==> config.mk <==
export PLATFORM = sky130hd
export DESIGN_NAME = rbvi_sequencer
export DESIGN_NICKNAME = d
export VERILOG_FILES = /design/src/sv/rbvi_pkg.sv /design/src/sv/rbvi_sequencer.sv
export SDC_FILE = /design/constraint.sdc
export NUM_CORES = 1
export LEC_CHECK = 0
export ABC_CLOCK_PERIOD_IN_PS = 3600
export BUFFER_PORTS_ARGS = -buffer_cell sky130_fd_sc_hd__buf_2
export CAP_MARGIN = 20
export CORE_MARGIN = 2
export CORE_UTILIZATION = 39
export CTS_BUF_LIST = sky130_fd_sc_hd__clkbuf_4 sky130_fd_sc_hd__clkbuf_8
export CTS_CLUSTER_SIZE = 25
export DETAILED_ROUTE_END_ITERATION = 7
export PLACE_DENSITY = 0.92
export SLEW_MARGIN = 20
export SYNTH_ARGS = -nofsm -noshare
export SYNTH_HDL_FRONTEND = slang
export SYNTH_SLANG_ARGS = --single-unit
==> constraint.sdc <==
create_clock -name clk -period 3.6 [get_ports clk]
set_clock_uncertainty 0.1 [all_clocks]
set_input_delay 0.18 -clock clk [delete_from_list [all_inputs] [get_ports clk]]
set_output_delay 0.18 -clock clk [all_outputs]
set_load 0.05 [all_outputs]
==> src/sv/rbvi_pkg.sv <==
// Shared types, codes and fixed-point helpers for the rigid body Verlet integrator.
// No dependencies; every other RTL file refers to this package by scoped names.
`default_nettype none

package rbvi_pkg;

  localparam int FRAC_BITS = 16;
  localparam int UPC_W     = 6;

  localparam logic [1:0] OP_LOAD    = 2'd0;
  localparam logic [1:0] OP_RESET   = 2'd1;
  localparam logic [1:0] OP_PREDICT = 2'd2;
  localparam logic [1:0] OP_CORRECT = 2'd3;

  localparam logic [1:0] MODE_FREE  = 2'd0;
  localparam logic [1:0] MODE_VEL   = 2'd1;
  localparam logic [1:0] MODE_FORCE = 2'd2;
  localparam logic [1:0] MODE_FIXED = 2'd3;

  localparam logic [2:0] CFG_MOTION_MODE = 3'd0;
  localparam logic [2:0] CFG_TIME_STEP   = 3'd1;
  localparam logic [2:0] CFG_GRAVITY_X   = 3'd2;
  localparam logic [2:0] CFG_GRAVITY_Y   = 3'd3;
  localparam logic [2:0] CFG_INV_MASS    = 3'd4;
  localparam logic [2:0] CFG_INV_INERTIA = 3'd5;
  localparam logic [2:0] CFG_DAMPING     = 3'd6;

  localparam logic [1:0]         RST_MOTION_MODE = MODE_FIXED;
  localparam logic [30:0]        RST_TIME_STEP   = 31'd65;
  localparam logic signed [31:0] RST_GRAVITY_X   = 32'sd0;
  localparam logic signed [31:0] RST_GRAVITY_Y   = -32'sd642908;
  localparam logic [30:0]        RST_INV_MASS    = 31'd65536;
  localparam logic [30:0]        RST_INV_INERTIA = 31'd65536;
  localparam logic [30:0]        RST_DAMPING     = 31'd0;

  localparam logic [UPC_W-1:0] ENTRY_LOAD    = 6'd0;
  localparam logic [UPC_W-1:0] ENTRY_RESET   = 6'd6;
  localparam logic [UPC_W-1:0] ENTRY_PREDICT = 6'd17;
  localparam logic [UPC_W-1:0] ENTRY_CORRECT = 6'd33;

  typedef enum logic [4:0] {
    S_ZERO, S_POSX, S_POSY, S_ANG, S_VELX, S_VELY, S_SPIN, S_ACCX,
    S_ACCY, S_RACC, S_FSX, S_FSY, S_MSUM, S_DT, S_H, S_H2,
    S_GX, S_GY, S_IMASS, S_IINERT, S_DAMP, S_IN_PX, S_IN_PY, S_IN_ANG,
    S_IN_VX, S_IN_VY, S_IN_SPIN, S_IN_FX, S_IN_FY, S_IN_MOM, S_PROD, S_TMP
  } src_t;

  typedef enum logic [3:0] {
    D_NONE, D_POSX, D_POSY, D_ANG, D_VELX, D_VELY, D_SPIN, D_ACCX,
    D_ACCY, D_RACC, D_FSX, D_FSY, D_MSUM, D_H2, D_TMP
  } dst_t;

  typedef enum logic [1:0] {
    A_NOP, A_ADD, A_SUB
  } alu_t;

  typedef enum logic [2:0] {
    C_NEVER, C_ALWAYS, C_FIXED, C_VEL, C_NOT_FORCE, C_NOT_FREE, C_PASSIVE, C_FORCE
  } cond_t;

  typedef struct packed {
    logic             mul_en;
    src_t             mul_a;
    src_t             mul_b;
    alu_t             alu;
    src_t             alu_a;
    src_t             alu_b;
    dst_t             dst;
    cond_t            cond;
    logic             fin;
    logic [UPC_W-1:0] tgt;
  } ctrl_t;

  typedef struct packed {
    logic [1:0]         motion_mode;
    logic [30:0]        time_step;
    logic signed [31:0] gravity_x;
    logic signed [31:0] gravity_y;
    logic [30:0]        inv_mass;
    logic [30:0]        inv_inertia;
    logic [30:0]        damping;
  } cfg_t;

  typedef struct packed {
    logic signed [31:0] pos_x;
    logic signed [31:0] pos_y;
    logic signed [31:0] angle;
    logic signed [31:0] vel_x;
    logic signed [31:0] vel_y;
    logic signed [31:0] spin_rate;
    logic signed [31:0] force_x;
    logic signed [31:0] force_y;
    logic signed [31:0] moment;
  } item_t;

  typedef struct packed {
    logic signed [31:0] pos_x;
    logic signed [31:0] pos_y;
    logic signed [31:0] rot;
    logic signed [31:0] vel_x;
    logic signed [31:0] vel_y;
    logic signed [31:0] spin;
  } motion_t;

  function automatic logic signed [31:0] sat_add(input logic signed [31:0] a,
                                                 input logic signed [31:0] b,
                                                 input logic sub);
    logic signed [32:0] s;
    s = sub ? ({a[31], a} - {b[31], b}) : ({a[31], a} + {b[31], b});
    if (s[32] != s[31]) begin
      sat_add = s[32] ? 32'sh8000_0000 : 32'sh7FFF_FFFF;
    end else begin
      sat_add = s[31:0];
    end
  endfunction

  function automatic logic signed [31:0] prod_sat(input logic signed [63:0] p);
    logic signed [63:0] q;
    q = p >>> FRAC_BITS;
    if (q > 64'sh0000_0000_7FFF_FFFF) begin
      prod_sat = 32'sh7FFF_FFFF;
    end else if (q < -64'sh0000_0000_8000_0000) begin
      prod_sat = 32'sh8000_0000;
    end else begin
      prod_sat = q[31:0];
    end
  endfunction

endpackage

`default_nettype wire

==> src/sv/rbvi_sequencer.sv <==
// Step counter of the integrator: dispatches on the opcode, follows jumps and ends programs.
// Depends on rbvi_pkg for the control word, the condition codes and the entry points.
`default_nettype none

module rbvi_sequencer (
  input  logic                       clk,
  input  logic                       rst_n,
  input  logic                       start,
  input  logic [1:0]                 opcode,
  input  logic [1:0]                 motion_mode,
  input  rbvi_pkg::ctrl_t            word,
  output logic [rbvi_pkg::UPC_W-1:0] upc,
  output logic                       busy,
  output logic                       done
);

  logic [rbvi_pkg::UPC_W-1:0] upc_r;
  logic                       run_r;
  logic                       cond_ok;
  logic [rbvi_pkg::UPC_W-1:0] entry;

  always_comb begin
    unique case (word.cond)
      rbvi_pkg::C_NEVER:     cond_ok = 1'b0;
      rbvi_pkg::C_ALWAYS:    cond_ok = 1'b1;
      rbvi_pkg::C_FIXED:     cond_ok = (motion_mode == rbvi_pkg::MODE_FIXED);
      rbvi_pkg::C_VEL:       cond_ok = (motion_mode == rbvi_pkg::MODE_VEL);
      rbvi_pkg::C_NOT_FORCE: cond_ok = (motion_mode != rbvi_pkg::MODE_FORCE);
      rbvi_pkg::C_NOT_FREE:  cond_ok = (motion_mode != rbvi_pkg::MODE_FREE);
      rbvi_pkg::C_PASSIVE:   cond_ok = (motion_mode == rbvi_pkg::MODE_VEL) ||
                                       (motion_mode == rbvi_pkg::MODE_FIXED);
      rbvi_pkg::C_FORCE:     cond_ok = (motion_mode == rbvi_pkg::MODE_FORCE);
      default:               cond_ok = 1'b1;
    endcase
  end

  always_comb begin
    unique case (opcode)
      rbvi_pkg::OP_LOAD:    entry = rbvi_pkg::ENTRY_LOAD;
      rbvi_pkg::OP_RESET:   entry = rbvi_pkg::ENTRY_RESET;
      rbvi_pkg::OP_PREDICT: entry = rbvi_pkg::ENTRY_PREDICT;
      default:              entry = rbvi_pkg::ENTRY_CORRECT;
    endcase
  end

  always_ff @(posedge clk) begin
    if (!rst_n) begin
      run_r <= 1'b0;
      upc_r <= '0;
    end else if (start) begin
      run_r <= 1'b1;
      upc_r <= entry;
    end else if (run_r) begin
      if (cond_ok && word.fin) begin
        run_r <= 1'b0;
      end else if (cond_ok) begin
        upc_r <= word.tgt;
      end else begin
        upc_r <= upc_r + 1'b1;
      end
    end
  end

  assign upc  = upc_r;
  assign busy = run_r;
  assign done = run_r && cond_ok && word.fin;

endmodule

`default_nettype wire

==> results.tsv, run 1 <==
metric	value	unit
worstPathArrival	1.89	ns
route.met2.wl	637	µm
clkSinkCount	7	
cts_resized	0	
postCtsSetupRepairBufs	0	
max_stage_delay	0.46	ns
fin_crit	2.17	ns
criticalPathCategory	input port to output pin	
drt_iter0_markers	16	
core_region_area	0.00128	mm²
yosys.area_share.simple	33.9	%
slew_viol_final	0	
dp_hpwl	968	µm
wl_per_cell	12.1	µm
cp_num_buf_inv	2	
worst_setup_path_end_kind	output pin	
postCtsHoldBufs	0	
critPathTopFamily	simple AND/OR/NAND/NOR gates	
initial_core_util	41.7	%
crit_chain	buf_2 > or3b_2 > a21oi_1 > or3_1 > and3_2 > buf_2	
path_common_cell	buf_2	
drt_first_pass_iters	4	
synth_cell_type_count	32	
ys_ff_latch	7	
drc	0	
cp.required	3.32	ns
timing.final.crit_share	60.3	%
clk_pin_slew	0.05	ns
grt_pass1_vias	506	
place_inst	103	
max_freq	0.461	GHz
track_usage	19.1	%
grt_pass1_wl	2.01	mm
io-pin-count	52	
synthCells	67	
ys_seq_area_share	26.2	%
dr_wl_met3	97	µm
p_leak	0.313	nW
muxShareOfSynthArea	5.84	%
dpl_cell_area	649	µm²
netlist_area	536	µm²
holdWs	0.101	ns
die_area	0.00169	mm²
post-route-worst-setup-slack	1.43	ns
synth_top_family_by_area	simple AND/OR/NAND/NOR gates	
place.gp.congestion	0.798	
max-slew-margin-rel	54.6	%
port_buffers	24	
worst_skew_pair.late_latency	0.26	ns
final_hold_viol_count	0	
die_w	41.1	µm
finalSetupViolations	0	
synth_compound_area_share	19.2	%
grt_max_degree	15	
numCtsBuffers	3	
final_cells	107	
root_buffer	clkbuf_4	
rrSetupSlack	2.02	ns
postRouteAntennaNets	0	
routed_wl	1.29	mm
syn_avg_cell_area	7.99	µm²
status	complete, no violations	
num_vias	592	
design_area	684	µm²
antenna_found_initial	0	
wl_met1	545	µm
final_net_count	138	
dieHeight	41.1	µm
power	0.267	mW
yosys_warnings	0	
route.top_layer_used	met4	
num_rows	13	
synth_edf_count	0	
drive_above_1_share	34.8	%
cts_buffer_depth	2	
min_path_type	input port to flip-flop	
drt-vias-per-instance	5.53	
crit_path_start_kind	input port	
synth_ff_type	dfxtp_1	
fin_util	53.3	%
tightest_slew	0.676	ns
synth_xor_area_share	6.54	%
cts_tree	built	
area_growth	27.8	%
overflow	0	
synthAdderAreaFrac	2.34	%
ir_worst_vdd	0.172	mV
path_max_fanout	9	
rsz0062_at_grt	false	
synth_nets	112	
dp_worst_setup_slack	1.49	ns
tns	0	ns
cap_violations	0	
cts_max_level	1	
crit_slowest_cell	or3b_2	
p_per_area	390	mW/mm²
ys_async_sr_fraction	0	%
diodes	0	
[cells in the final DEF (no fill, tap or decap)]
cell,netlist,layout
o21ai_0,5,5
nor2b_1,4,4
and3_2,1,1
o22ai_1,1,1
nand3b_1,3,3
nand2_1,2,2
nand3_1,6,6
and2b_1,1,1
o21a_1,1,1
mux2_2,1,1
a21oi_1,4,4
a211oi_1,2,2
dfxtp_1,7,7
xnor2_1,2,2
nor2_1,3,3
or3_1,3,3
nand4b_1,2,2
inv_1,2,2
nand2b_1,1,1
ha_1,1,1
o31ai_2,0,1
a31oi_1,2,2
a41oi_1,1,1
xor2_1,2,2
buf_2,1,24
mux2i_1,2,2
or3b_2,1,1
and2_1,1,1
and3_1,1,1
clkbuf_4,0,4
nor4_1,1,1
[worst min-delay path, cell delays in order]
cell and delay, ns:
buf_2 0.10, nand3b_1 0.07, a31oi_1 0.07
[sequential cells by signal, indices dropped and copies added, names as in the netlist]
register  cells
busy          1
upc           6
[worst paths after layout]
| kind | startpoint | to | cells past startpoint |
|---|---|---|---|
| hold reg to reg | busy$_SDFF_PN0_ | upc[3]$_SDFFE_PN0P_ | 1 |
| setup reg to reg | busy$_SDFF_PN0_ | upc[2]$_SDFFE_PN0P_ | 4 |
| hold / removal | word[2] | upc[2]$_SDFFE_PN0P_ | 3 |
| setup / recovery | word[7] | done | 6 |
[area by class of cell]
class | instances | area, µm²
fillers | 137 | 601
multi-input cells | 55 | 368
flip-flops and latches | 7 | 140
repair buffers | 24 | 120
clock buffers | 4 | 30.0
well taps | 15 | 18.8
inverters | 2 | 7.51
[cells by family (layout without fill, tap and decap cells)]
| group | Yosys count | after routing |
|---|---|---|
| buffers and inverters | 5 | 30 |
| multiplexers | 3 | 3 |
| AND/OR/NAND/NOR | 30 | 30 |
| XOR/XNOR | 4 | 4 |
| flip-flops | 7 | 7 |
| AO/OA/AOI/OAI | 17 | 17 |
| adder cells (fa/ha/maj) | 1 | 1 |
[metal layers]
| metal | global-route usage (%) | vias to the layer above |
|---|---|---|
| li1 | - | 299 |
| met5 | 0 | - |
| met4 | 10.0 | 0 |
| met3 | 8.15 | 2 |
| met2 | 31.6 | 27 |
| met1 | 20.1 | 264 |
[Yosys cell counts, types with 2 or more instances]
library cell / number / area, µm²
a21oi_1: 4 / 20.0
nor2b_1: 4 / 25.0
a31oi_1: 2 / 12.5
mux2i_1: 2 / 20.0
nand2_1: 2 / 7.51
or3_1: 3 / 18.8
nand4b_1: 2 / 17.5
a211oi_1: 2 / 15.0
inv_1: 2 / 7.51
dfxtp_1: 7 / 140
nand3b_1: 3 / 22.5
xor2_1: 2 / 17.5
nor2_1: 3 / 11.3
nand3_1: 6 / 30.0
xnor2_1: 2 / 17.5
o21ai_0: 5 / 25.0
[power breakdown]
part           internal [mW]  switching (mW)
Clock                 0.0501          0.0331
Sequential            0.0852         0.00833
Combinational         0.0322          0.0580
Total                  0.167          0.0994
(Power assumes the default switching activity.)
==> run 2, diff against run 1 <==
--- a/config.mk
+++ b/config.mk
@@ -5,15 +5,15 @@
 export SDC_FILE = /design/constraint.sdc
 export NUM_CORES = 1
 export LEC_CHECK = 0
-export ABC_CLOCK_PERIOD_IN_PS = 3600
+export ABC_CLOCK_PERIOD_IN_PS = 1930
 export BUFFER_PORTS_ARGS = -buffer_cell sky130_fd_sc_hd__buf_2
 export CAP_MARGIN = 20
 export CORE_MARGIN = 2
-export CORE_UTILIZATION = 39
+export CORE_UTILIZATION = 33
 export CTS_BUF_LIST = sky130_fd_sc_hd__clkbuf_4 sky130_fd_sc_hd__clkbuf_8
 export CTS_CLUSTER_SIZE = 25
 export DETAILED_ROUTE_END_ITERATION = 7
-export PLACE_DENSITY = 0.92
+export PLACE_DENSITY = 0.83
 export SLEW_MARGIN = 20
 export SYNTH_ARGS = -nofsm -noshare
 export SYNTH_HDL_FRONTEND = slang
==> constraint.sdc (replaced) <==
create_clock -name clk -period 1.93 [get_ports clk]
set_clock_uncertainty 0.1 [all_clocks]
set_input_delay 0.0965 -clock clk [delete_from_list [all_inputs] [get_ports clk]]
set_output_delay 0.0965 -clock clk [all_outputs]
set_load 0.05 [all_outputs]
==> results.tsv, run 2 (synthesis gave the netlist of run 1 again) <==
metric	value	unit	change
drt_iter0_markers	18		+2
worst_skew_pair.late_latency	0.26	ns	about the same
port_buffers	24		unchanged
drive_above_1_share	37.2	%	+2.5 points
crit_path_start_kind	input port		
postRouteAntennaNets	0		unchanged
crit_slowest_cell	or3b_2		
power.share.switching	38.5	%	+1.3 points
grt_pass1_wl	2.35	mm	+16%
ir_worst_vdd	0.414	mV	+140%
max-slew-margin-rel	52.6	%	-2.0 points
worst_setup_path_end_kind	output pin		
cts_buffer_depth	2		unchanged
track_usage	15.9	%	-3.1 points
max_stage_delay	0.45	ns	about the same
path_common_cell	buf_2		
worstPathArrival	1.60	ns	-0.29 ns
clkSinkCount	7		unchanged
place.gp.congestion	0.792		-0.80%
drt-vias-per-instance	5.61		+1.4%
crit_chain	buf_2 > or3b_2 > a21oi_1 > or3_4 > and3_2 > buf_2		
initial_core_util	35.5	%	-6.1 points
io-pin-count	52		unchanged
rsz0062_at_grt	false		
wl_per_cell	12.5	µm	+3.7%
fin_crit	1.80	ns	
slew_viol_final	0		unchanged
p_leak	0.322	nW	+3.0%
path_max_fanout	6		-3
cap_violations	0		unchanged
antenna_found_initial	0		unchanged
numCtsBuffers	3		unchanged
holdWs	0.0306	ns	-0.0702 ns
final_net_count	140		+1.4%
cts_tree	built		
dieHeight	44.3	µm	+7.9%
fin_util	46.7	%	-6.6 points
dp_hpwl	1.03	mm	+6.0%
diodes	0		unchanged
final_hold_viol_count	0		unchanged
clk_pin_slew	0.05	ns	about the same
timing.final.crit_share	93.2	%	
max_freq	0.556	GHz	
postCtsHoldBufs	0		unchanged
cts_max_level	1		unchanged
largest_register_ffs	6		unchanged
tightest_slew	0.707	ns	+0.0304 ns
cp.required	1.73	ns	-1.59 ns
dpl_cell_area	666	µm²	+2.5%
core_region_area	0.00151	mm²	+17%
fillerInstances	160		+17%
criticalPathCategory	input port to output pin		
area_growth	31.3	%	
design_area	703	µm²	+2.7%
layout_commonest_cell	buf_2		
die_w	44.3	µm	+7.9%
overflow	0		unchanged
pwr-share-seq	35.4	%	+0.4 points
root_buffer	clkbuf_4		
die_area	0.00196	mm²	+16%
combPwrFrac	36.5	%	+2.7 points
finalSetupViolations	0		unchanged
clkPwrFrac	28.1	%	-3.1 points
grt_max_degree	15		unchanged
min_path_type	input port to flip-flop		
grt_pass1_vias	591		+17%
status	complete, no violations		
p_per_area	699	mW/mm²	+79%
num_vias	617		+4.2%
final_cell_mix	buf_2, dfxtp_1, nand3_1, o21ai_0		
p_int	0.302	mW	+80%
tns	0	ns	unchanged
drt_first_pass_iters	6		+2
num_rows	14		+1
drc	0		unchanged
routed_wl	1.38	mm	+6.7%
switchingPower	0.189	mW	+90%
-- run 2: changes by cell type in the layout (fill, tap and decap cells not counted), sizes merged --
| cell | previous run | this run |
|---|---|---|
| clkinv | 0 | 1 |
| clkbuf | 4 | 3 |
| buf | 24 | 26 |
-- run 2: worst paths after layout --
path | from | to | slack [ns] | depth (start not counted)
hold reg to reg | upc[0]$_SDFFE_PN0P_ | upc[0]$_SDFFE_PN0P_ | 0.44 | 2
setup reg to reg | busy$_SDFF_PN0_ | upc[2]$_SDFFE_PN0P_ | 0.38 | 4
hold / removal | word[2] | upc[2]$_SDFFE_PN0P_ | 0.03 | 3
setup / recovery | word[7] | done | 0.13 | 6
-- run 2: power groups by stage --
| stage | sequential, mW | clock, mW | combinational [mW] |
|---|---|---|---|
| 6_report | 0.174 | 0.138 | 0.179 |
| 5_1_grt | 0.176 | 0.149 | 0.195 |
| 4_1_cts | 0.173 | 0.139 | 0.175 |
| 3_5_place_dp | 0.176 | 0 | 0.174 |
| 3_3_place_gp | 0.176 | 0 | 0.169 |
| 2_1_floorplan | 0.223 | 0 | 0.0770 |
-- run 2: metal layers --
metal / track usage, % / wire, µm / vias to the layer above
li1: - / - / 304
met1: 19.0 / 606 / 290
met2: 27.6 / 693 / 21
met3: 3.67 / 75 / 2
met4: 6.06 / 4 / 0
met5: 0 / 0 / -
-- run 2: what timing repair did --
item,CTS,global route
setup endpoints to repair,0,1
gates resized for setup,0,1
buffers inserted,0,0
-- run 2: per-stage QoR --
step	cells	total power, mW	setup WS [ns]
3_5_place_dp	106	0.351	-0.0186
4_1_cts	110	0.488	0.111
6_report	110	0.491	0.131
3_3_place_gp	106	0.345	0.0172
2_1_floorplan	67	0.300	0.0783
5_1_grt	110	0.520	0.0161
-- run 2: worst max-delay path: cells and delay by family --
kind	cells	cell delay, ns
AO/OA/AOI/OAI	1	0.28
buffers and inverters	2	0.38
AND/OR/NAND/NOR	3	0.84
-- run 2: final cells by class --
type | count | area, µm² | area share (%)
clock buffers | 3 | 22.5 | 3.20
clock inverters | 1 | 5.00 | 0.712
inverters | 2 | 7.51 | 1.07
multi-input cells | 55 | 373 | 53.0
flip-flops and latches | 7 | 140 | 19.9
well taps | 16 | 20.0 | 2.85
repair buffers | 26 | 135 | 19.2
==> run 3, diff against run 2 <==
--- a/config.mk
+++ b/config.mk
@@ -5,15 +5,15 @@
 export SDC_FILE = /design/constraint.sdc
 export NUM_CORES = 1
 export LEC_CHECK = 0
-export ABC_CLOCK_PERIOD_IN_PS = 1930
+export ABC_CLOCK_PERIOD_IN_PS = 2000
 export BUFFER_PORTS_ARGS = -buffer_cell sky130_fd_sc_hd__buf_2
 export CAP_MARGIN = 20
 export CORE_MARGIN = 2
-export CORE_UTILIZATION = 33
+export CORE_UTILIZATION = 36
 export CTS_BUF_LIST = sky130_fd_sc_hd__clkbuf_4 sky130_fd_sc_hd__clkbuf_8
 export CTS_CLUSTER_SIZE = 25
 export DETAILED_ROUTE_END_ITERATION = 7
-export PLACE_DENSITY = 0.83
+export PLACE_DENSITY = 0.86
 export SLEW_MARGIN = 20
 export SYNTH_ARGS = -nofsm -noshare
 export SYNTH_HDL_FRONTEND = slang
==> constraint.sdc (replaced) <==
create_clock -name clk -period 2 [get_ports clk]
set_clock_uncertainty 0.1 [all_clocks]
set_input_delay 0.2 -clock clk [delete_from_list [all_inputs] [get_ports clk]]
set_output_delay 0.2 -clock clk [all_outputs]
set_load 0.05 [all_outputs]
==> results.tsv, run 3 (synthesis gave the netlist of run 1 again) <==
metric	value	unit	change
status	complete, no violations		
slew_viol_final	0		unchanged
die_area	0.00181	mm²	-7.6%
port_buffers	24		unchanged
path_max_fanout	6		unchanged
criticalPathCategory	input port to output pin		
num_vias	602		-2.4%
numCtsBuffers	3		unchanged
layout_commonest_cell	buf_2		
power	0.487	mW	-0.90%
worst_setup_path_end_kind	output pin		
grt_pass1_vias	504		-15%
clk_pin_slew	0.06	ns	about the same
setup.worst_path.end	done		
postCtsSetupRepairBufs	0		unchanged
drt_iter0_markers	7		-11
cts_max_level	1		unchanged
wl_per_cell	12.1	µm	-3.2%
num_rows	13		-1
max-slew-margin-rel	54.6	%	+2.0 points
cap_violations	0		unchanged
reg2reg_to	upc[0]$_SDFFE_PN0P_		
min_path_type	input port to flip-flop		
fillerInstances	144		-10%
postCtsHoldBufs	0		unchanged
drt_first_pass_iters	4		-2
largest_register_ffs	6		unchanged
dp_hpwl	1.04	mm	+1.1%
grt_max_degree	15		unchanged
overflow	0		unchanged
crit_path_start_kind	input port		
final_cell_mix	buf_2, dfxtp_1, nand3_1, o21ai_0		
cts_resized	0		unchanged
crit_path_start	word[7]		
initial_core_util	39.7	%	+4.1 points
worst_skew_pair.late_latency	0.25	ns	about the same
ir_worst_vdd	0.274	mV	-34%
io-pin-count	52		unchanged
clkSinkCount	7		unchanged
finalSetupViolations	0		unchanged
drive_above_1_share	38.3	%	+1.1 points
final_hold_viol_count	0		unchanged
root_buffer	clkbuf_4		
grt_pass1_wl	2.15	mm	-8.3%
final_net_count	140		unchanged
rrSetupSlack	0.41	ns	+0.03 ns
core_region_area	0.00135	mm²	-10%
cts_buffer_depth	2		unchanged
fin_crit	1.90	ns	
rsz0062_at_grt	false		
track_usage	15.2	%	-0.71 points
fin_util	52.5	%	+5.8 points
dieHeight	42.6	µm	-3.9%
postRouteAntennaNets	0		unchanged
diodes	0		unchanged
drt-vias-per-instance	5.52		-1.5%
area_growth	32.2	%	
worstPathArrival	1.60	ns	about the same
max_freq	0.526	GHz	
cts_tree	built		
reg2reg_depth	4		unchanged
die_w	42.6	µm	-3.9%
cp.required	1.70	ns	-0.03 ns
p_leak	0.322	nW	+0.13%
p_per_area	687	mW/mm²	-1.6%
place.gp.congestion	0.817		+3.2%
antenna_found_initial	0		unchanged
timing.rr.start	busy$_SDFF_PN0_		
timing.final.crit_share	95.0	%	
tightest_slew	0.677	ns	-0.0291 ns
drc	0		unchanged
routed_wl	1.32	mm	-4.1%
## run 3: changes by cell type in the layout (fill, tap and decap cells not counted)
cell | before | now
a21oi_1 | 4 | 3
a21oi_2 | 0 | 1
clkbuf_4 | 3 | 4
clkinv_2 | 1 | 0
## run 3: through the flow
step / hold WS [ns] / instances / instance area [µm²] / worst slack, ns / TNS (ns)
after detailed placement: 0.397 / 105 / 664 / -0.0788 / -0.172
after global routing: 0.137 / 109 / 708 / 0.0237 / 0
after floorplan: 0.222 / 67 / 536 / 0.148 / 0
after CTS: 0.127 / 109 / 694 / 0.0112 / 0
after global placement: 0.372 / 105 / 664 / -0.00188 / -0.00188
final: 0.132 / 109 / 708 / 0.100 / 0
## run 3: power by group
| group | leakage, nW | internal, mW | switching, mW |
|---|---|---|---|
| logic | 0.246 | 0.0657 | 0.106 |
| clock network | 0.0184 | 0.0900 | 0.0565 |
| registers | 0.0581 | 0.153 | 0.0150 |
| total | 0.322 | 0.309 | 0.178 |
## run 3: layer usage
layer,GRT usage [%],part of all wire (%),wire length (µm)
met1,19.5,45,592
met2,25.2,49,644
met3,1.29,5.4,71
met4,7.50,1.1,14
met5,0,0,0
## run 3: worst min-delay path by stage
stage	startpoint	endpoint	slack, ns	cells past startpoint
global placement	busy$_SDFF_PN0_	upc[3]$_SDFFE_PN0P_	0.37	1
CTS	opcode[1]	upc[4]$_SDFFE_PN0P_	0.13	3
floorplan	rst_n	busy$_SDFF_PN0_	0.22	1
finish	opcode[1]	upc[4]$_SDFFE_PN0P_	0.13	3
detailed placement	opcode[1]	upc[4]$_SDFFE_PN0P_	0.40	3
global route	opcode[1]	upc[4]$_SDFFE_PN0P_	0.14	3
## run 3: critical path, cell delays in order
cell     delay [ns]
buf_2          0.12
or3b_2         0.48
a21oi_2        0.20
or3_4          0.17
and3_2         0.17
buf_2          0.25
## run 3: final cells by class
class                   count  area, µm²  share of cell area, %
inverters                   2       7.51                   1.06
flip-flops and latches      7        140                   19.8
multi-input cells          55        377                   53.2
repair buffers             26        135                   19.1
well taps                  15       18.8                   2.65
clock buffers               4       30.0                   4.24
