===== config.mk =====
export PLATFORM = sky130hd
export DESIGN_NAME = rbvi_ucode_rom
export DESIGN_NICKNAME = d
export VERILOG_FILES = /design/src/sv/rbvi_pkg.sv /design/src/sv/rbvi_ucode_rom.sv
export SDC_FILE = /design/constraint.sdc
export NUM_CORES = 1
export LEC_CHECK = 0
export BUFFER_PORTS_ARGS = -buffer_cell sky130_fd_sc_hd__clkbuf_2
export CAP_MARGIN = 30
export CORE_MARGIN = 2
export CORE_UTILIZATION = 56
export DETAILED_ROUTE_END_ITERATION = 6
export GPL_TIMING_DRIVEN = 0
export PLACE_DENSITY = 0.85
export SLEW_MARGIN = 20
export SYNTH_ARGS = -nofsm -noshare
export SYNTH_HDL_FRONTEND = slang
export SYNTH_SLANG_ARGS = --single-unit
export TNS_END_PERCENT = 100

===== constraint.sdc =====
create_clock -name vclk -period 2.4
set_input_delay 0.48 -clock vclk [all_inputs]
set_output_delay 0.48 -clock vclk [all_outputs]
set_load 0.05 [all_outputs]

===== src/sv/rbvi_pkg.sv =====
// Shared types, codes and fixed-point helpers for the rigid body Verlet integrator.
// No dependencies; every other RTL file refers to this package by scoped names.
`default_nettype none

package rbvi_pkg;

  localparam int FRAC_BITS = 16;
  localparam int UPC_W     = 6;

  localparam logic [1:0] OP_LOAD    = 2'd0;
  localparam logic [1:0] OP_RESET   = 2'd1;
  localparam logic [1:0] OP_PREDICT = 2'd2;
  localparam logic [1:0] OP_CORRECT = 2'd3;

  localparam logic [1:0] MODE_FREE  = 2'd0;
  localparam logic [1:0] MODE_VEL   = 2'd1;
  localparam logic [1:0] MODE_FORCE = 2'd2;
  localparam logic [1:0] MODE_FIXED = 2'd3;

  localparam logic [2:0] CFG_MOTION_MODE = 3'd0;
  localparam logic [2:0] CFG_TIME_STEP   = 3'd1;
  localparam logic [2:0] CFG_GRAVITY_X   = 3'd2;
  localparam logic [2:0] CFG_GRAVITY_Y   = 3'd3;
  localparam logic [2:0] CFG_INV_MASS    = 3'd4;
  localparam logic [2:0] CFG_INV_INERTIA = 3'd5;
  localparam logic [2:0] CFG_DAMPING     = 3'd6;

  localparam logic [1:0]         RST_MOTION_MODE = MODE_FIXED;
  localparam logic [30:0]        RST_TIME_STEP   = 31'd65;
  localparam logic signed [31:0] RST_GRAVITY_X   = 32'sd0;
  localparam logic signed [31:0] RST_GRAVITY_Y   = -32'sd642908;
  localparam logic [30:0]        RST_INV_MASS    = 31'd65536;
  localparam logic [30:0]        RST_INV_INERTIA = 31'd65536;
  localparam logic [30:0]        RST_DAMPING     = 31'd0;

  localparam logic [UPC_W-1:0] ENTRY_LOAD    = 6'd0;
  localparam logic [UPC_W-1:0] ENTRY_RESET   = 6'd6;
  localparam logic [UPC_W-1:0] ENTRY_PREDICT = 6'd17;
  localparam logic [UPC_W-1:0] ENTRY_CORRECT = 6'd33;

  typedef enum logic [4:0] {
    S_ZERO, S_POSX, S_POSY, S_ANG, S_VELX, S_VELY, S_SPIN, S_ACCX,
    S_ACCY, S_RACC, S_FSX, S_FSY, S_MSUM, S_DT, S_H, S_H2,
    S_GX, S_GY, S_IMASS, S_IINERT, S_DAMP, S_IN_PX, S_IN_PY, S_IN_ANG,
    S_IN_VX, S_IN_VY, S_IN_SPIN, S_IN_FX, S_IN_FY, S_IN_MOM, S_PROD, S_TMP
  } src_t;

  typedef enum logic [3:0] {
    D_NONE, D_POSX, D_POSY, D_ANG, D_VELX, D_VELY, D_SPIN, D_ACCX,
    D_ACCY, D_RACC, D_FSX, D_FSY, D_MSUM, D_H2, D_TMP
  } dst_t;

  typedef enum logic [1:0] {
    A_NOP, A_ADD, A_SUB
  } alu_t;

  typedef enum logic [2:0] {
    C_NEVER, C_ALWAYS, C_FIXED, C_VEL, C_NOT_FORCE, C_NOT_FREE, C_PASSIVE, C_FORCE
  } cond_t;

  typedef struct packed {
    logic             mul_en;
    src_t             mul_a;
    src_t             mul_b;
    alu_t             alu;
    src_t             alu_a;
    src_t             alu_b;
    dst_t             dst;
    cond_t            cond;
    logic             fin;
    logic [UPC_W-1:0] tgt;
  } ctrl_t;

  typedef struct packed {
    logic [1:0]         motion_mode;
    logic [30:0]        time_step;
    logic signed [31:0] gravity_x;
    logic signed [31:0] gravity_y;
    logic [30:0]        inv_mass;
    logic [30:0]        inv_inertia;
    logic [30:0]        damping;
  } cfg_t;

  typedef struct packed {
    logic signed [31:0] pos_x;
    logic signed [31:0] pos_y;
    logic signed [31:0] angle;
    logic signed [31:0] vel_x;
    logic signed [31:0] vel_y;
    logic signed [31:0] spin_rate;
    logic signed [31:0] force_x;
    logic signed [31:0] force_y;
    logic signed [31:0] moment;
  } item_t;

  typedef struct packed {
    logic signed [31:0] pos_x;
    logic signed [31:0] pos_y;
    logic signed [31:0] rot;
    logic signed [31:0] vel_x;
    logic signed [31:0] vel_y;
    logic signed [31:0] spin;
  } motion_t;

  function automatic logic signed [31:0] sat_add(input logic signed [31:0] a,
                                                 input logic signed [31:0] b,
                                                 input logic sub);
    logic signed [32:0] s;
    s = sub ? ({a[31], a} - {b[31], b}) : ({a[31], a} + {b[31], b});
    if (s[32] != s[31]) begin
      sat_add = s[32] ? 32'sh8000_0000 : 32'sh7FFF_FFFF;
    end else begin
      sat_add = s[31:0];
    end
  endfunction

  function automatic logic signed [31:0] prod_sat(input logic signed [63:0] p);
    logic signed [63:0] q;
    q = p >>> FRAC_BITS;
    if (q > 64'sh0000_0000_7FFF_FFFF) begin
      prod_sat = 32'sh7FFF_FFFF;
    end else if (q < -64'sh0000_0000_8000_0000) begin
      prod_sat = 32'sh8000_0000;
    end else begin
      prod_sat = q[31:0];
    end
  endfunction

endpackage

`default_nettype wire


===== src/sv/rbvi_ucode_rom.sv =====
// Microcode store of the integrator: one control word per program step.
// Depends on rbvi_pkg for the control word layout and the operand codes.
`default_nettype none

module rbvi_ucode_rom (
  input  logic [rbvi_pkg::UPC_W-1:0] addr,
  output rbvi_pkg::ctrl_t            word
);

  function automatic rbvi_pkg::ctrl_t cw(input logic me,
                                         input rbvi_pkg::src_t ma,
                                         input rbvi_pkg::src_t mb,
                                         input rbvi_pkg::alu_t op,
                                         input rbvi_pkg::src_t aa,
                                         input rbvi_pkg::src_t ab,
                                         input rbvi_pkg::dst_t d,
                                         input rbvi_pkg::cond_t c,
                                         input logic f,
                                         input logic [rbvi_pkg::UPC_W-1:0] t);
    rbvi_pkg::ctrl_t w;
    w.mul_en = me;
    w.mul_a  = ma;
    w.mul_b  = mb;
    w.alu    = op;
    w.alu_a  = aa;
    w.alu_b  = ab;
    w.dst    = d;
    w.cond   = c;
    w.fin    = f;
    w.tgt    = t;
    cw = w;
  endfunction

  localparam logic [rbvi_pkg::UPC_W-1:0] NT = '0;

  always_comb begin
    unique case (addr)
      // Load.
      6'd0:  word = cw(1'b0, rbvi_pkg::S_ZERO, rbvi_pkg::S_ZERO, rbvi_pkg::A_ADD,
                       rbvi_pkg::S_IN_PX, rbvi_pkg::S_ZERO, rbvi_pkg::D_POSX,
                       rbvi_pkg::C_NEVER, 1'b0, NT);
      6'd1:  word = cw(1'b0, rbvi_pkg::S_ZERO, rbvi_pkg::S_ZERO, rbvi_pkg::A_ADD,
                       rbvi_pkg::S_IN_PY, rbvi_pkg::S_ZERO, rbvi_pkg::D_POSY,
                       rbvi_pkg::C_NEVER, 1'b0, NT);
      6'd2:  word = cw(1'b0, rbvi_pkg::S_ZERO, rbvi_pkg::S_ZERO, rbvi_pkg::A_ADD,
                       rbvi_pkg::S_IN_ANG, rbvi_pkg::S_ZERO, rbvi_pkg::D_ANG,
                       rbvi_pkg::C_NEVER, 1'b0, NT);
      6'd3:  word = cw(1'b0, rbvi_pkg::S_ZERO, rbvi_pkg::S_ZERO, rbvi_pkg::A_ADD,
                       rbvi_pkg::S_IN_VX, rbvi_pkg::S_ZERO, rbvi_pkg::D_VELX,
                       rbvi_pkg::C_NEVER, 1'b0, NT);
      6'd4:  word = cw(1'b0, rbvi_pkg::S_ZERO, rbvi_pkg::S_ZERO, rbvi_pkg::A_ADD,
                       rbvi_pkg::S_IN_VY, rbvi_pkg::S_ZERO, rbvi_pkg::D_VELY,
                       rbvi_pkg::C_NEVER, 1'b0, NT);
      6'd5:  word = cw(1'b0, rbvi_pkg::S_ZERO, rbvi_pkg::S_ZERO, rbvi_pkg::A_ADD,
                       rbvi_pkg::S_IN_SPIN, rbvi_pkg::S_ZERO, rbvi_pkg::D_SPIN,
                       rbvi_pkg::C_ALWAYS, 1'b1, NT);
      // Reset of the step accumulators.
      6'd6:  word = cw(1'b0, rbvi_pkg::S_ZERO, rbvi_pkg::S_ZERO, rbvi_pkg::A_ADD,
                       rbvi_pkg::S_ZERO, rbvi_pkg::S_ZERO, rbvi_pkg::D_MSUM,
                       rbvi_pkg::C_NOT_FORCE, 1'b0, 6'd12);
      6'd7:  word = cw(1'b0, rbvi_pkg::S_ZERO, rbvi_pkg::S_ZERO, rbvi_pkg::A_ADD,
                       rbvi_pkg::S_ZERO, rbvi_pkg::S_ZERO, rbvi_pkg::D_RACC,
                       rbvi_pkg::C_NEVER, 1'b0, NT);
      6'd8:  word = cw(1'b0, rbvi_pkg::S_ZERO, rbvi_pkg::S_ZERO, rbvi_pkg::A_ADD,
                       rbvi_pkg::S_IN_FX, rbvi_pkg::S_ZERO, rbvi_pkg::D_FSX,
                       rbvi_pkg::C_NEVER, 1'b0, NT);
      6'd9:  word = cw(1'b0, rbvi_pkg::S_ZERO, rbvi_pkg::S_ZERO, rbvi_pkg::A_ADD,
                       rbvi_pkg::S_IN_FY, rbvi_pkg::S_ZERO, rbvi_pkg::D_FSY,
                       rbvi_pkg::C_NEVER, 1'b0, NT);
      6'd10: word = cw(1'b0, rbvi_pkg::S_ZERO, rbvi_pkg::S_ZERO, rbvi_pkg::A_ADD,
                       rbvi_pkg::S_ZERO, rbvi_pkg::S_ZERO, rbvi_pkg::D_ACCX,
                       rbvi_pkg::C_NEVER, 1'b0, NT);
      6'd11: word = cw(1'b0, rbvi_pkg::S_ZERO, rbvi_pkg::S_ZERO, rbvi_pkg::A_ADD,
                       rbvi_pkg::S_ZERO, rbvi_pkg::S_ZERO, rbvi_pkg::D_ACCY,
                       rbvi_pkg::C_ALWAYS, 1'b1, NT);
      6'd12: word = cw(1'b0, rbvi_pkg::S_ZERO, rbvi_pkg::S_ZERO, rbvi_pkg::A_ADD,
                       rbvi_pkg::S_ZERO, rbvi_pkg::S_ZERO, rbvi_pkg::D_RACC,
                       rbvi_pkg::C_NEVER, 1'b0, NT);
      6'd13: word = cw(1'b0, rbvi_pkg::S_ZERO, rbvi_pkg::S_ZERO, rbvi_pkg::A_ADD,
                       rbvi_pkg::S_ZERO, rbvi_pkg::S_ZERO, rbvi_pkg::D_FSX,
                       rbvi_pkg::C_NEVER, 1'b0, NT);
      6'd14: word = cw(1'b0, rbvi_pkg::S_ZERO, rbvi_pkg::S_ZERO, rbvi_pkg::A_ADD,
                       rbvi_pkg::S_ZERO, rbvi_pkg::S_ZERO, rbvi_pkg::D_FSY,
                       rbvi_pkg::C_NEVER, 1'b0, NT);
      6'd15: word = cw(1'b0, rbvi_pkg::S_ZERO, rbvi_pkg::S_ZERO, rbvi_pkg::A_ADD,
                       rbvi_pkg::S_GX, rbvi_pkg::S_ZERO, rbvi_pkg::D_ACCX,
                       rbvi_pkg::C_NEVER, 1'b0, NT);
      6'd16: word = cw(1'b0, rbvi_pkg::S_ZERO, rbvi_pkg::S_ZERO, rbvi_pkg::A_ADD,
                       rbvi_pkg::S_GY, rbvi_pkg::S_ZERO, rbvi_pkg::D_ACCY,
                       rbvi_pkg::C_ALWAYS, 1'b1, NT);
      // Predict.
      6'd17: word = cw(1'b1, rbvi_pkg::S_H, rbvi_pkg::S_DT, rbvi_pkg::A_NOP,
                       rbvi_pkg::S_ZERO, rbvi_pkg::S_ZERO, rbvi_pkg::D_NONE,
                       rbvi_pkg::C_FIXED, 1'b1, NT);
      6'd18: word = cw(1'b1, rbvi_pkg::S_VELX, rbvi_pkg::S_DT, rbvi_pkg::A_ADD,
                       rbvi_pkg::S_PROD, rbvi_pkg::S_ZERO, rbvi_pkg::D_H2,
                       rbvi_pkg::C_VEL, 1'b0, 6'd31);
      6'd19: word = cw(1'b1, rbvi_pkg::S_ACCX, rbvi_pkg::S_H2, rbvi_pkg::A_ADD,
                       rbvi_pkg::S_PROD, rbvi_pkg::S_ZERO, rbvi_pkg::D_TMP,
                       rbvi_pkg::C_NEVER, 1'b0, NT);
      6'd20: word = cw(1'b1, rbvi_pkg::S_ACCX, rbvi_pkg::S_H, rbvi_pkg::A_ADD,
                       rbvi_pkg::S_TMP, rbvi_pkg::S_PROD, rbvi_pkg::D_TMP,
                       rbvi_pkg::C_NEVER, 1'b0, NT);
      6'd21: word = cw(1'b0, rbvi_pkg::S_ZERO, rbvi_pkg::S_ZERO, rbvi_pkg::A_ADD,
                       rbvi_pkg::S_POSX, rbvi_pkg::S_TMP, rbvi_pkg::D_POSX,
                       rbvi_pkg::C_NEVER, 1'b0, NT);
      6'd22: word = cw(1'b1, rbvi_pkg::S_VELY, rbvi_pkg::S_DT, rbvi_pkg::A_ADD,
                       rbvi_pkg::S_VELX, rbvi_pkg::S_PROD, rbvi_pkg::D_VELX,
                       rbvi_pkg::C_NEVER, 1'b0, NT);
      6'd23: word = cw(1'b1, rbvi_pkg::S_ACCY, rbvi_pkg::S_H2, rbvi_pkg::A_ADD,
                       rbvi_pkg::S_PROD, rbvi_pkg::S_ZERO, rbvi_pkg::D_TMP,
                       rbvi_pkg::C_NEVER, 1'b0, NT);
      6'd24: word = cw(1'b1, rbvi_pkg::S_ACCY, rbvi_pkg::S_H, rbvi_pkg::A_ADD,
                       rbvi_pkg::S_TMP, rbvi_pkg::S_PROD, rbvi_pkg::D_TMP,
                       rbvi_pkg::C_NEVER, 1'b0, NT);
      6'd25: word = cw(1'b0, rbvi_pkg::S_ZERO, rbvi_pkg::S_ZERO, rbvi_pkg::A_ADD,
                       rbvi_pkg::S_POSY, rbvi_pkg::S_TMP, rbvi_pkg::D_POSY,
                       rbvi_pkg::C_NEVER, 1'b0, NT);
      6'd26: word = cw(1'b1, rbvi_pkg::S_SPIN, rbvi_pkg::S_DT, rbvi_pkg::A_ADD,
                       rbvi_pkg::S_VELY, rbvi_pkg::S_PROD, rbvi_pkg::D_VELY,
                       rbvi_pkg::C_NOT_FREE, 1'b1, NT);
      6'd27: word = cw(1'b1, rbvi_pkg::S_RACC, rbvi_pkg::S_H2, rbvi_pkg::A_ADD,
                       rbvi_pkg::S_PROD, rbvi_pkg::S_ZERO, rbvi_pkg::D_TMP,
                       rbvi_pkg::C_NEVER, 1'b0, NT);
      6'd28: word = cw(1'b1, rbvi_pkg::S_RACC, rbvi_pkg::S_H, rbvi_pkg::A_ADD,
                       rbvi_pkg::S_TMP, rbvi_pkg::S_PROD, rbvi_pkg::D_TMP,
                       rbvi_pkg::C_NEVER, 1'b0, NT);
      6'd29: word = cw(1'b0, rbvi_pkg::S_ZERO, rbvi_pkg::S_ZERO, rbvi_pkg::A_ADD,
                       rbvi_pkg::S_ANG, rbvi_pkg::S_TMP, rbvi_pkg::D_ANG,
                       rbvi_pkg::C_NEVER, 1'b0, NT);
      6'd30: word = cw(1'b0, rbvi_pkg::S_ZERO, rbvi_pkg::S_ZERO, rbvi_pkg::A_ADD,
                       rbvi_pkg::S_SPIN, rbvi_pkg::S_PROD, rbvi_pkg::D_SPIN,
                       rbvi_pkg::C_ALWAYS, 1'b1, NT);
      6'd31: word = cw(1'b1, rbvi_pkg::S_VELY, rbvi_pkg::S_DT, rbvi_pkg::A_ADD,
                       rbvi_pkg::S_POSX, rbvi_pkg::S_PROD, rbvi_pkg::D_POSX,
                       rbvi_pkg::C_NEVER, 1'b0, NT);
      6'd32: word = cw(1'b0, rbvi_pkg::S_ZERO, rbvi_pkg::S_ZERO, rbvi_pkg::A_ADD,
                       rbvi_pkg::S_POSY, rbvi_pkg::S_PROD, rbvi_pkg::D_POSY,
                       rbvi_pkg::C_ALWAYS, 1'b1, NT);
      // Correct.
      6'd33: word = cw(1'b0, rbvi_pkg::S_ZERO, rbvi_pkg::S_ZERO, rbvi_pkg::A_ADD,
                       rbvi_pkg::S_FSX, rbvi_pkg::S_IN_FX, rbvi_pkg::D_FSX,
                       rbvi_pkg::C_NEVER, 1'b0, NT);
      6'd34: word = cw(1'b1, rbvi_pkg::S_FSX, rbvi_pkg::S_IMASS, rbvi_pkg::A_ADD,
                       rbvi_pkg::S_FSY, rbvi_pkg::S_IN_FY, rbvi_pkg::D_FSY,
                       rbvi_pkg::C_NEVER, 1'b0, NT);
      6'd35: word = cw(1'b0, rbvi_pkg::S_ZERO, rbvi_pkg::S_ZERO, rbvi_pkg::A_ADD,
                       rbvi_pkg::S_MSUM, rbvi_pkg::S_IN_MOM, rbvi_pkg::D_MSUM,
                       rbvi_pkg::C_PASSIVE, 1'b1, NT);
      6'd36: word = cw(1'b1, rbvi_pkg::S_FSY, rbvi_pkg::S_IMASS, rbvi_pkg::A_ADD,
                       rbvi_pkg::S_PROD, rbvi_pkg::S_ZERO, rbvi_pkg::D_ACCX,
                       rbvi_pkg::C_FORCE, 1'b0, 6'd43);
      6'd37: word = cw(1'b1, rbvi_pkg::S_ACCX, rbvi_pkg::S_H, rbvi_pkg::A_ADD,
                       rbvi_pkg::S_PROD, rbvi_pkg::S_ZERO, rbvi_pkg::D_ACCY,
                       rbvi_pkg::C_NEVER, 1'b0, NT);
      6'd38: word = cw(1'b1, rbvi_pkg::S_ACCY, rbvi_pkg::S_H, rbvi_pkg::A_ADD,
                       rbvi_pkg::S_VELX, rbvi_pkg::S_PROD, rbvi_pkg::D_VELX,
                       rbvi_pkg::C_NEVER, 1'b0, NT);
      6'd39: word = cw(1'b1, rbvi_pkg::S_MSUM, rbvi_pkg::S_IINERT, rbvi_pkg::A_ADD,
                       rbvi_pkg::S_VELY, rbvi_pkg::S_PROD, rbvi_pkg::D_VELY,
                       rbvi_pkg::C_NEVER, 1'b0, NT);
      6'd40: word = cw(1'b0, rbvi_pkg::S_ZERO, rbvi_pkg::S_ZERO, rbvi_pkg::A_ADD,
                       rbvi_pkg::S_PROD, rbvi_pkg::S_ZERO, rbvi_pkg::D_RACC,
                       rbvi_pkg::C_NEVER, 1'b0, NT);
      6'd41: word = cw(1'b1, rbvi_pkg::S_RACC, rbvi_pkg::S_H, rbvi_pkg::A_NOP,
                       rbvi_pkg::S_ZERO, rbvi_pkg::S_ZERO, rbvi_pkg::D_NONE,
                       rbvi_pkg::C_NEVER, 1'b0, NT);
      6'd42: word = cw(1'b0, rbvi_pkg::S_ZERO, rbvi_pkg::S_ZERO, rbvi_pkg::A_ADD,
                       rbvi_pkg::S_SPIN, rbvi_pkg::S_PROD, rbvi_pkg::D_SPIN,
                       rbvi_pkg::C_ALWAYS, 1'b1, NT);
      6'd43: word = cw(1'b1, rbvi_pkg::S_DAMP, rbvi_pkg::S_VELX, rbvi_pkg::A_ADD,
                       rbvi_pkg::S_PROD, rbvi_pkg::S_ZERO, rbvi_pkg::D_ACCY,
                       rbvi_pkg::C_NEVER, 1'b0, NT);
      6'd44: word = cw(1'b1, rbvi_pkg::S_DAMP, rbvi_pkg::S_VELY, rbvi_pkg::A_SUB,
                       rbvi_pkg::S_ACCX, rbvi_pkg::S_PROD, rbvi_pkg::D_ACCX,
                       rbvi_pkg::C_NEVER, 1'b0, NT);
      6'd45: word = cw(1'b1, rbvi_pkg::S_ACCX, rbvi_pkg::S_H, rbvi_pkg::A_SUB,
                       rbvi_pkg::S_ACCY, rbvi_pkg::S_PROD, rbvi_pkg::D_ACCY,
                       rbvi_pkg::C_NEVER, 1'b0, NT);
      6'd46: word = cw(1'b1, rbvi_pkg::S_ACCY, rbvi_pkg::S_H, rbvi_pkg::A_ADD,
                       rbvi_pkg::S_VELX, rbvi_pkg::S_PROD, rbvi_pkg::D_VELX,
                       rbvi_pkg::C_NEVER, 1'b0, NT);
      6'd47: word = cw(1'b0, rbvi_pkg::S_ZERO, rbvi_pkg::S_ZERO, rbvi_pkg::A_ADD,
                       rbvi_pkg::S_VELY, rbvi_pkg::S_PROD, rbvi_pkg::D_VELY,
                       rbvi_pkg::C_ALWAYS, 1'b1, NT);
      default: word = cw(1'b0, rbvi_pkg::S_ZERO, rbvi_pkg::S_ZERO, rbvi_pkg::A_NOP,
                         rbvi_pkg::S_ZERO, rbvi_pkg::S_ZERO, rbvi_pkg::D_NONE,
                         rbvi_pkg::C_ALWAYS, 1'b1, NT);
    endcase
  end

endmodule

`default_nettype wire


==> results.md, run 1 <==
- Yosys top cell area share: 11.1%
- Final GP Congestion: around 1.0
- Num ports: 43
- Synthesized area: ~1500 sq um
- Post-synth top area cell: ha_1
- Worst endpoint after global-route timing repair: word[22]
- Post-Synthesis Cells: approximately 240
- Err: [ERROR DPL-0038] Utilization greater than 100%, impossible to legalize
- FP Rows: 18
- Hold_buf cts: 0
- Placed cells: 310
- Initial core utilization: 59.2%
- Post-synth cell types: 48
- Post-DP HPWL: about 4400 um
- Post-DP Area: around 1900 sq um
- Number of port buffers: 43
- Sequential area share after synthesis: 0%
- Worst End Pin Type: top-level output
- Synth cell count leaders: 29 x nand2_1, 27 x o21ai_0, 18 x a21oi_1, 17 x nor2_1
- Die Wd: approximately 55 um
- Synth top area cells: ha_1 11%, o21ai_0 9.2%, nand2_1 7.4%
- Outcome: stopped before the end
- Syn Nets: 256
- Halt Stage: 5_1_grt
- Most frequent cell after synthesis: nand2_1
- Largest net degree at the start of global routing: 11
- Ys Warns: 0
- Die Ht: between 50 and 60 um
- Avg Cell Area, Syn: 6.19 sq um
==> cell families after synthesis <==
family / Yosys count / synth area share, %
AO/OA/AOI/OAI: 96 / 42.6
XOR/XNOR: 2 / 1.19
adder cells (fa/ha/maj): 13 / 11.1
buffers and inverters: 30 / 10.6
multiplexers: 7 / 4.86
AND/OR/NAND/NOR: 89 / 29.7
==> per-stage QoR <==
stage / setup WS (ps) / hold WS [ps]
2_1_floorplan: -160 / 1270
3_3_place_gp: -811 / 1580
3_5_place_dp: -786 / 1610
4_1_cts: -74.1 / 1580
==> repair_timing <==
item                                    CTS
pin swaps                                15
endpoints found under the setup margin   33
gates resized for setup                  79
setup buffers                            13
==> inputs of run 2 (changes only) <==
Settings changed: CORE_UTILIZATION 56 to 40, PLACE_DENSITY 0.85 to default, PLACE_DENSITY_LB_ADDON from default to 0.15.
==> run 2 against run 1 <==
Effect of this change:
- area after synthesis unchanged
- the flow now finishes, with violations (negative setup slack)
- synthesized cell count unchanged
==> results.md, run 2 <==
- Avg Cell Area, Syn: 6.19 sq um (unchanged)
- Max Cap Violations: 0
- Pre-Repair DR Iteration Count: 5
- Outcome: complete, but fails checks
- Ant diodes: 0
- Seq_cells: 0
- Logic pwr share: between 90% and 100%
- Worst-margin pin slew: between 400 and 500 ps
- WL met1: between 2000 and 3000 um
- Met3 wire len: 682 um
- Yosys top cell area share: 11.1% (unchanged)
- WS Path Type: in2out
- Most frequent cells in the layout: 27 x nand2_1, 22 x buf_4, 19 x clkbuf_2
- Clock power frac: 0%
- Power Total: a little over 0.7 mW
- Relative slew slack: 70.0%
- Worst hold path type: in2out
- Syn-to-layout area delta: 71.2%
- Post-synth top area cell: ha_1
- Switching power: 0.450 mW
- WL met2: 3260 um
- Vias: ~2.2k
- Hold_sp: addr[4]
- Post-Synthesis Cells: 237 (unchanged)
- RSZ-0062 raised after global routing: true
- Overflow after GRT: 0
- Commonest non-fill, non-tap cell in the layout: nand2_1
- Final setup fails: 6
- Post-place setup slack: -790 ps (-4.53 ps)
- Post-route worst setup slack: -73.6 ps
- Post-synth cell types: 48 (unchanged)
- Synth cell count leaders: 29 x nand2_1, 27 x o21ai_0, 18 x a21oi_1, 17 x nor2_1
- Die Ht: 64.5 um (+17%)
- Crit-path max FO: 6
- Hold Path Depth: 4
- Max layer used: met4
- Mean routed wirelength per cell: ~21 um
- Die Wd: 64.5 um (+17%)
- CORE AREA: between 3000 and 4000 sq um
- Sequential area share after synthesis: 0% (unchanged)
- Vias/cell: ~6.5
- DRT iter0 DRCs: ~210
- Syn Nets: 256 (unchanged)
- Initial antenna violation count: 0
- Peak supply drop: 186 uV
- # clk buffers: 0
- Ys Warns: 0 (unchanged)
- WHS Endpoint: word[9]
- Violated checks: negative setup slack
- Final hold slack: ~1600 ps
- FP Rows: 21 (+3)
- Seq. cell area: 0 sq um
- Die ar.: ~4200 sq um
- Overall Global Routing Usage: between 30 and 40%
- Int Pwr: 0.272 mW
- WL final: approximately 7000 um
- Fin crit share: 103%
- WP data arrival: 1990 ps
- Initial core utilization: 42.9% (-16 points)
- First-pass GRT wire length: approximately 11,000 um
- Fin. Hold Viols: 0
- Number of port buffers: 43 (unchanged)
- DRC violations left: 0
- Switch share: slightly above 60%
- Synthesized area: 1470 sq um (unchanged)
- Most frequent cell after synthesis: nand2_1
- Largest net degree at the start of global routing: 11
- ANT nets after route: 0
- Flop pwr share: 0%
- Final GP Congestion: 0.988 (-2.6%)
- Share of layout cells above drive strength 1: between 40 and 50%
- Tmin final: ~2500 ps
- Synth top area cells: ha_1 11%, o21ai_0 9.2%, nand2_1 7.4%
- Leakage: approximately 1.0 nW
- Number of global-route vias before repair: between 2k and 2.5k
- Max frequency: between 0.4 and 0.5 GHz
- # nets final: between 300 and 400
- Num ports: 43 (unchanged)
- Post-DP HPWL: 4660 um (+6.3%)
- Cell area power density: 287 nW/um^2
- Startpoint Class: input port
- CP endpoint kind: output port
- Final slew viol count: 0
- CP Data Required Time: 1920 ps
[run 2: repair_timing]
action	CTS	global route
hold buffers	0	0
endpoints found under the setup margin	33	27
pin swaps	13	16
buffers inserted	10	6
resized for setup	76	70
[run 2: how the worst max path moves through the flow]
stage,start,end,depth (start not counted)
after floorplan,addr[0],word[1],7
after global placement,addr[1],word[13],8
after detailed placement,addr[1],word[13],8
after CTS,addr[1],word[23],9
after global routing,addr[0],word[19],10
final,addr[0],word[19],10
[run 2: worst max-delay path: stages]
cell and delay, ps:
buf_8 100, buf_6 120, inv_8 60, ha_4 220, clkbuf_16 160, nand3b_1 160, a31oi_2 230, o21ai_1 110
o311ai_2 100, clkbuf_8 240
[run 2: metal layers]
metal | vias up | track usage [%]
met1 | 1012 | 43.1
li1 | 990 | -
met5 | - | 0
met3 | 35 | 5.73
met2 | 167 | 51.6
met4 | 0 | 16.5
[run 2: power groups by stage]
stage	logic, mW	registers, mW	clock network (mW)
after detailed placement	0.550	0	0
after CTS	0.639	0	0
final	0.721	0	0
after global placement	0.553	0	0
after floorplan	0.427	0	0
after global routing	0.752	0	0
[run 2: cell type report]
class / count / area (sq um)
multi-input cells: 207 / 1700
fillers: 281 / 906
repair buffers: 59 / 522
plain buffers: 24 / 193
well taps: 46 / 57.6
inverters: 5 / 35.0
[run 2: logic make-up after synthesis]
family                     after synthesis  share of synthesized area [%]
AOI/OAI and AO/OA                       96                           42.6
and+or+nand+nor                         89                           29.7
buffers and inverters                   30                           10.6
adders and majority gates               13                           11.1
muxes                                    7                           4.86
xor gates and xnor gates                 2                           1.19
[run 2: per-stage QoR]
stage | utilization [%] | instances | cell area [sq um] | TNS (ps)
2_1_floorplan | - | 237 | 1650 | -201
3_3_place_gp | 56.4 | 326 | 1930 | -12280
3_5_place_dp | 56.4 | 326 | 1930 | -12070
4_1_cts | 66.4 | 335 | 2270 | -493
5_1_grt | 73.5 | 341 | 2510 | -793
6_report | 73.5 | 341 | 2510 | -243
(Power assumes the default switching activity.)
==> inputs of run 3 (changes only) <==
Clock period 2.4 ns to 2.7 ns, I/O delays scaled along.
==> run 3 against run 2 <==
Effect of this change:
- the run still ends with negative setup slack left
- total power is 22% lower
- die area stayed put
- global-route usage hardly changed
- critical path depth stayed put
- utilization is 9.9 points lower
- non-clock buffer count is 8 lower
- count of clock-buffer cells in the layout stayed put
- hold slack better by 61 ps
- combinational power is 22% lower
==> results.md, run 3 (synthesis results as in run 2) <==
- WS Path Type: in2out
- Die Ht: 64.5 um (unchanged)
- Worst-margin pin slew: 796 ps (+346 ps)
- Final hold slack: 1700 ps (+61.3 ps)
- Seq_cells: 0 (unchanged)
- WP data arrival: 2160 ps (+170 ps)
- DRC violations left: 0 (unchanged)
- Initial antenna violation count: 0 (unchanged)
- Multi-input gate area: 1540 sq um (-9.5%)
- Syn-to-layout area delta: 48.1%
- Relative slew slack: 46.9% (-23 points)
- Worst hold path type: in2out
- Max frequency: 0.370 GHz
- ANT nets after route: 0 (unchanged)
- Largest net degree at the start of global routing: 13 (+2)
- Cell area power density: 260 nW/um^2 (-9.6%)
- CP endpoint kind: output port
- Most frequent cells in the layout: 29 x nand2_1, 26 x clkbuf_2, 18 x a21oi_1
- Pre-Repair DR Iteration Count: 5 (unchanged)
- Outcome: complete, but fails checks
- Final slew viol count: 0 (unchanged)
- CP Cell Sequence: clkbuf_16 -> buf_8 -> clkinvlp_4 -> ha_4 -> clkbuf_16 -> mux2_4 -> o21ai_2 -> mux2i_2 -> o21ai_4 -> buf_8
- Violated checks: negative setup slack
- Post-DP HPWL: 4720 um (+1.3%)
- Overall Global Routing Usage: 32.9% (about the same)
- Die Wd: 64.5 um (unchanged)
- # nets final: 308 (-2.5%)
- # fillers: 327 (+16%)
- Commonest non-fill, non-tap cell in the layout: nand2_1
- TNS Setup: -0.948 ps (+242 ps)
- Vias/cell: 6.56 (+1.6%)
- Number of port buffers: 43 (unchanged)
- Overflow after GRT: 0 (unchanged)
- Worst path max stage delay: 280 ps (+40 ps)
- Fin util: 63.6% (-9.9 points)
- Fin crit share: 100%
- Tmin final: 2700 ps
- Final GP Congestion: 0.985 (-0.23%)
- Die ar.: 4170 sq um (unchanged)
- Peak supply drop: 170 uV (-8.7%)
- First-pass GRT wire length: 10,700 um (-1.6%)
- Startpoint Class: input port
- Fin. Hold Viols: 0 (unchanged)
- Initial core utilization: 42.9% (unchanged)
- Post-route worst setup slack: -0.948 ps (+72.6 ps)
- Num ports: 43 (unchanged)
- FP Rows: 21 (unchanged)
- Crit-path max FO: 6 (unchanged)
- Power Total: 0.564 mW (-22%)
- CORE AREA: 3420 sq um (unchanged)
- # clk buffers: 0 (unchanged)
- DRT iter0 DRCs: 215 (+1.4%)
- Share of layout cells above drive strength 1: 40.1% (-9.1 points)
- Number of global-route vias before repair: 2,058 (-5.2%)
- Ant diodes: 0 (unchanged)
- Vias: 2,186 (-0.82%)
- WL final: 6900 um (-2.8%)
- CP Data Required Time: 2160 ps (+240 ps)
- Hold Path Depth: 4 (unchanged)
- Post-place setup slack: -766 ps (+23.8 ps)
- Mean routed wirelength per cell: 20.7 um (-0.51%)
- Seq. cell area: 0 sq um (unchanged)
- Max Cap Violations: 0 (unchanged)
- Slowest CP cell: ha_4
- RSZ-0062 raised after global routing: true
- Leakage: 0.930 nW (-11%)
- Final setup fails: 1 (-5)
## run 3: final cells by class
cell class,count,share of cell area [%]
inverters,5,1.32
multi-input cells,207,71.0
well taps,46,2.65
plain buffers,24,7.95
repair buffers,51,17.1
## run 3: layer usage
layer	vias up	part of all wire, %	global-route usage [%]
met2	169	46	55.3
li1	983	-	-
met3	33	12	3.65
met1	1001	38	42.6
met4	0	4.1	13.3
met5	-	0	0
## run 3: power by group
part | switching (mW) | total, mW | internal (mW)
Combinational | 0.373 | 0.564 | 0.192
Clock | 0 | 0 | 0
Sequential | 0 | 0 | 0
## run 3: path summary, 6_finish.rpt
path	to	startpoint
setup / recovery	word[23]	addr[0]
hold / removal	word[9]	addr[4]
## run 3: through the flow
step	cells	area [sq um]
after floorplan	237	1600
after CTS	329	2080
after detailed placement	326	1870
after global routing	333	2170
after global placement	326	1870
final	333	2170
## run 3: critical path: cells and delay by family
kind                     cells  cell delay [ps]
adder cells (fa/ha/maj)      1              280
buffers and inverters        5              640
multiplexers                 2              370
AO/OA/AOI/OAI                2              320
## run 3: what timing repair did
action | 4_1_cts | 5_1_grt
endpoints found under the setup margin | 31 | 21
setup buffers | 3 | 4
resized for setup | 46 | 38
cloned | 0 | 1
hold buffers | 0 | 0
pin swaps | 4 | 5
==> inputs of run 4 (changes only) <==
Settings changed: REMOVE_ABC_BUFFERS from default to 1.
==> run 4 against run 3 <==
Effect of this change:
- the run now ends clean
- utilization fell by 6.1 points
- critical path type unchanged
- setup slack better by 23 ps
- maximum frequency grew 0.87%
- global-route usage fell by 7.7 points
- wire length down 20%
- cell count decreased by 3.3%
- hold slack got worse by 93 ps
==> results.md, run 4 (synthesis results as in run 2) <==
- Pre-Repair DR Iteration Count: 6 (+1)
- Int Pwr: 0.166 mW (-13%)
- CP Data Required Time: 2160 ps (about the same)
- Overflow after GRT: 0 (unchanged)
- CORE AREA: 3420 sq um (unchanged)
- Commonest non-fill, non-tap cell in the layout: nand2_1
- Tmin final: 2680 ps (-23.3 ps)
- Switching power: 0.333 mW (-11%)
- Die ar.: 4170 sq um (unchanged)
- DRC violations left: 0 (unchanged)
- Seq_cells: 0 (unchanged)
- Fin crit share: 99.2% (-0.86 points)
- Max frequency: 0.373 GHz (+0.87%)
- Delay-heaviest family, CP: compound AO/OA/AOI/OAI gates
- Flop pwr share: 0% (unchanged)
- CP endpoint kind: output port
- First-pass GRT wire length: 8640 um (-19%)
- Syn-to-layout area delta: 34.0%
- Slowest CP cell: a221o_1
- Switch share: 66.8% (+0.69 points)
- Ant diodes: 0 (unchanged)
- Initial core utilization: 42.9% (unchanged)
- WL final: 5500 um (-20%)
- Most frequent cells in the layout: 28 x nand2_1, 25 x buf_4, 24 x clkbuf_2
- Clock power frac: 0% (unchanged)
- Buffers & Inverters on Critical Path: 4 (-1)
- Leakage: 0.849 nW (-8.8%)
- Final GP Congestion: 0.888 (-9.9%)
- TNS Setup: 0 ps (+0.948 ps)
- FP Rows: 21 (unchanged)
- Number of port buffers: 43 (unchanged)
- CP Cell Sequence: buf_12 -> clkinvlp_4 -> ha_4 -> buf_4 -> o221a_1 -> a221o_1 -> o31ai_1 -> buf_4
- Startpoint Class: input port
- WP data arrival: 2140 ps (-20 ps)
- Vias/cell: 6.16 (-6.1%)
- Logic pwr share: 100.0% (about the same)
- Worst path max stage delay: 340 ps (+60 ps)
- # nets final: 297 (-3.6%)
- Die Ht: 64.5 um (unchanged)
- Peak supply drop: 118 uV (-30%)
- Number of global-route vias before repair: 1,746 (-15%)
- Post-place setup slack: -486 ps (+280 ps)
- Crit-path max FO: 13 (+7)
- Cell area power density: 254 nW/um^2 (-2.3%)
- Mean routed wirelength per cell: 17.1 um (-18%)
- WS Path Type: in2out
- Die Wd: 64.5 um (unchanged)
- Relative slew slack: 65.3% (+18 points)
- Vias: 1,984 (-9.2%)
- Outcome: finished clean
- # fillers: 343 (+4.9%)
- Initial antenna violation count: 0 (unchanged)
- DRT iter0 DRCs: 293 (+36%)
- Final setup fails: 0 (-1)
- Top cell by count, worst path: buf_4
- Post-DP HPWL: 3570 um (-24%)
- Largest net degree at the start of global routing: 39 (+26)
- Max Cap Violations: 0 (unchanged)
- Worst hold path type: in2out
- Worst-margin pin slew: 521 ps (-275 ps)
- Overall Global Routing Usage: 25.2% (-7.7 points)
- Multi-input gate area: 1390 sq um (-9.7%)
- Share of layout cells above drive strength 1: 30.8% (-9.3 points)
- RSZ-0062 raised after global routing: true
- Fin. Hold Viols: 0 (unchanged)
- Final slew viol count: 0 (unchanged)
- Post-route worst setup slack: 22.4 ps (+23.3 ps)
- # clk buffers: 0 (unchanged)
- Seq. cell area: 0 sq um (unchanged)
- Num ports: 43 (unchanged)
- ANT nets after route: 0 (unchanged)
-- run 4: metal layers --
layer	track usage, %	vias to the layer above	wire [um]
met2	40.5	106	2520
li1	-	955	-
met3	0.868	6	446
met4	3.46	0	60
met5	0	-	0
met1	37.9	917	2470
-- run 4: stage by stage --
step | instances | cell area [sq um] | hold WS (ps) | power [mW] | util [%]
global placement | 301 | 1600 | 1730 | 0.415 | 46.9
global route | 322 | 1960 | 1630 | 0.527 | 57.5
detailed placement | 303 | 1650 | 1730 | 0.423 | 48.3
finish | 322 | 1960 | 1610 | 0.499 | 57.5
CTS | 315 | 1830 | 1640 | 0.460 | 53.7
floorplan | 212 | 1330 | 1250 | 0.297 | -
-- run 4: power by group through the flow --
stage          registers, mW  clock network, mW  logic [mW]
6_report                   0                  0       0.499
5_1_grt                    0                  0       0.527
4_1_cts                    0                  0       0.460
3_5_place_dp               0                  0       0.423
3_3_place_gp               0                  0       0.415
2_1_floorplan              0                  0       0.297
-- run 4: path summary, 6_finish.rpt --
check	start	endpoint	slack [ps]	cells past startpoint
setup / recovery	addr[0]	word[22]	20	8
hold / removal	addr[0]	word[14]	1610	4
-- run 4: layout make-up --
| cell class | instances | share of cell area, % |
|---|---|---|
| Tap cell | 46 | 2.93 |
| Inverter | 5 | 1.53 |
| Timing Repair Buffer | 64 | 24.6 |
| Multi-Input combinational cell | 207 | 70.9 |
-- run 4: repair_timing --
action | 4_1_cts | 5_1_grt
setup endpoints to repair | 32 | 23
hold buffers | 0 | 0
gates resized for setup | 25 | 41
endpoints found under the hold margin | 0 | 0
pin swaps | 1 | 4
buffers inserted | 12 | 7
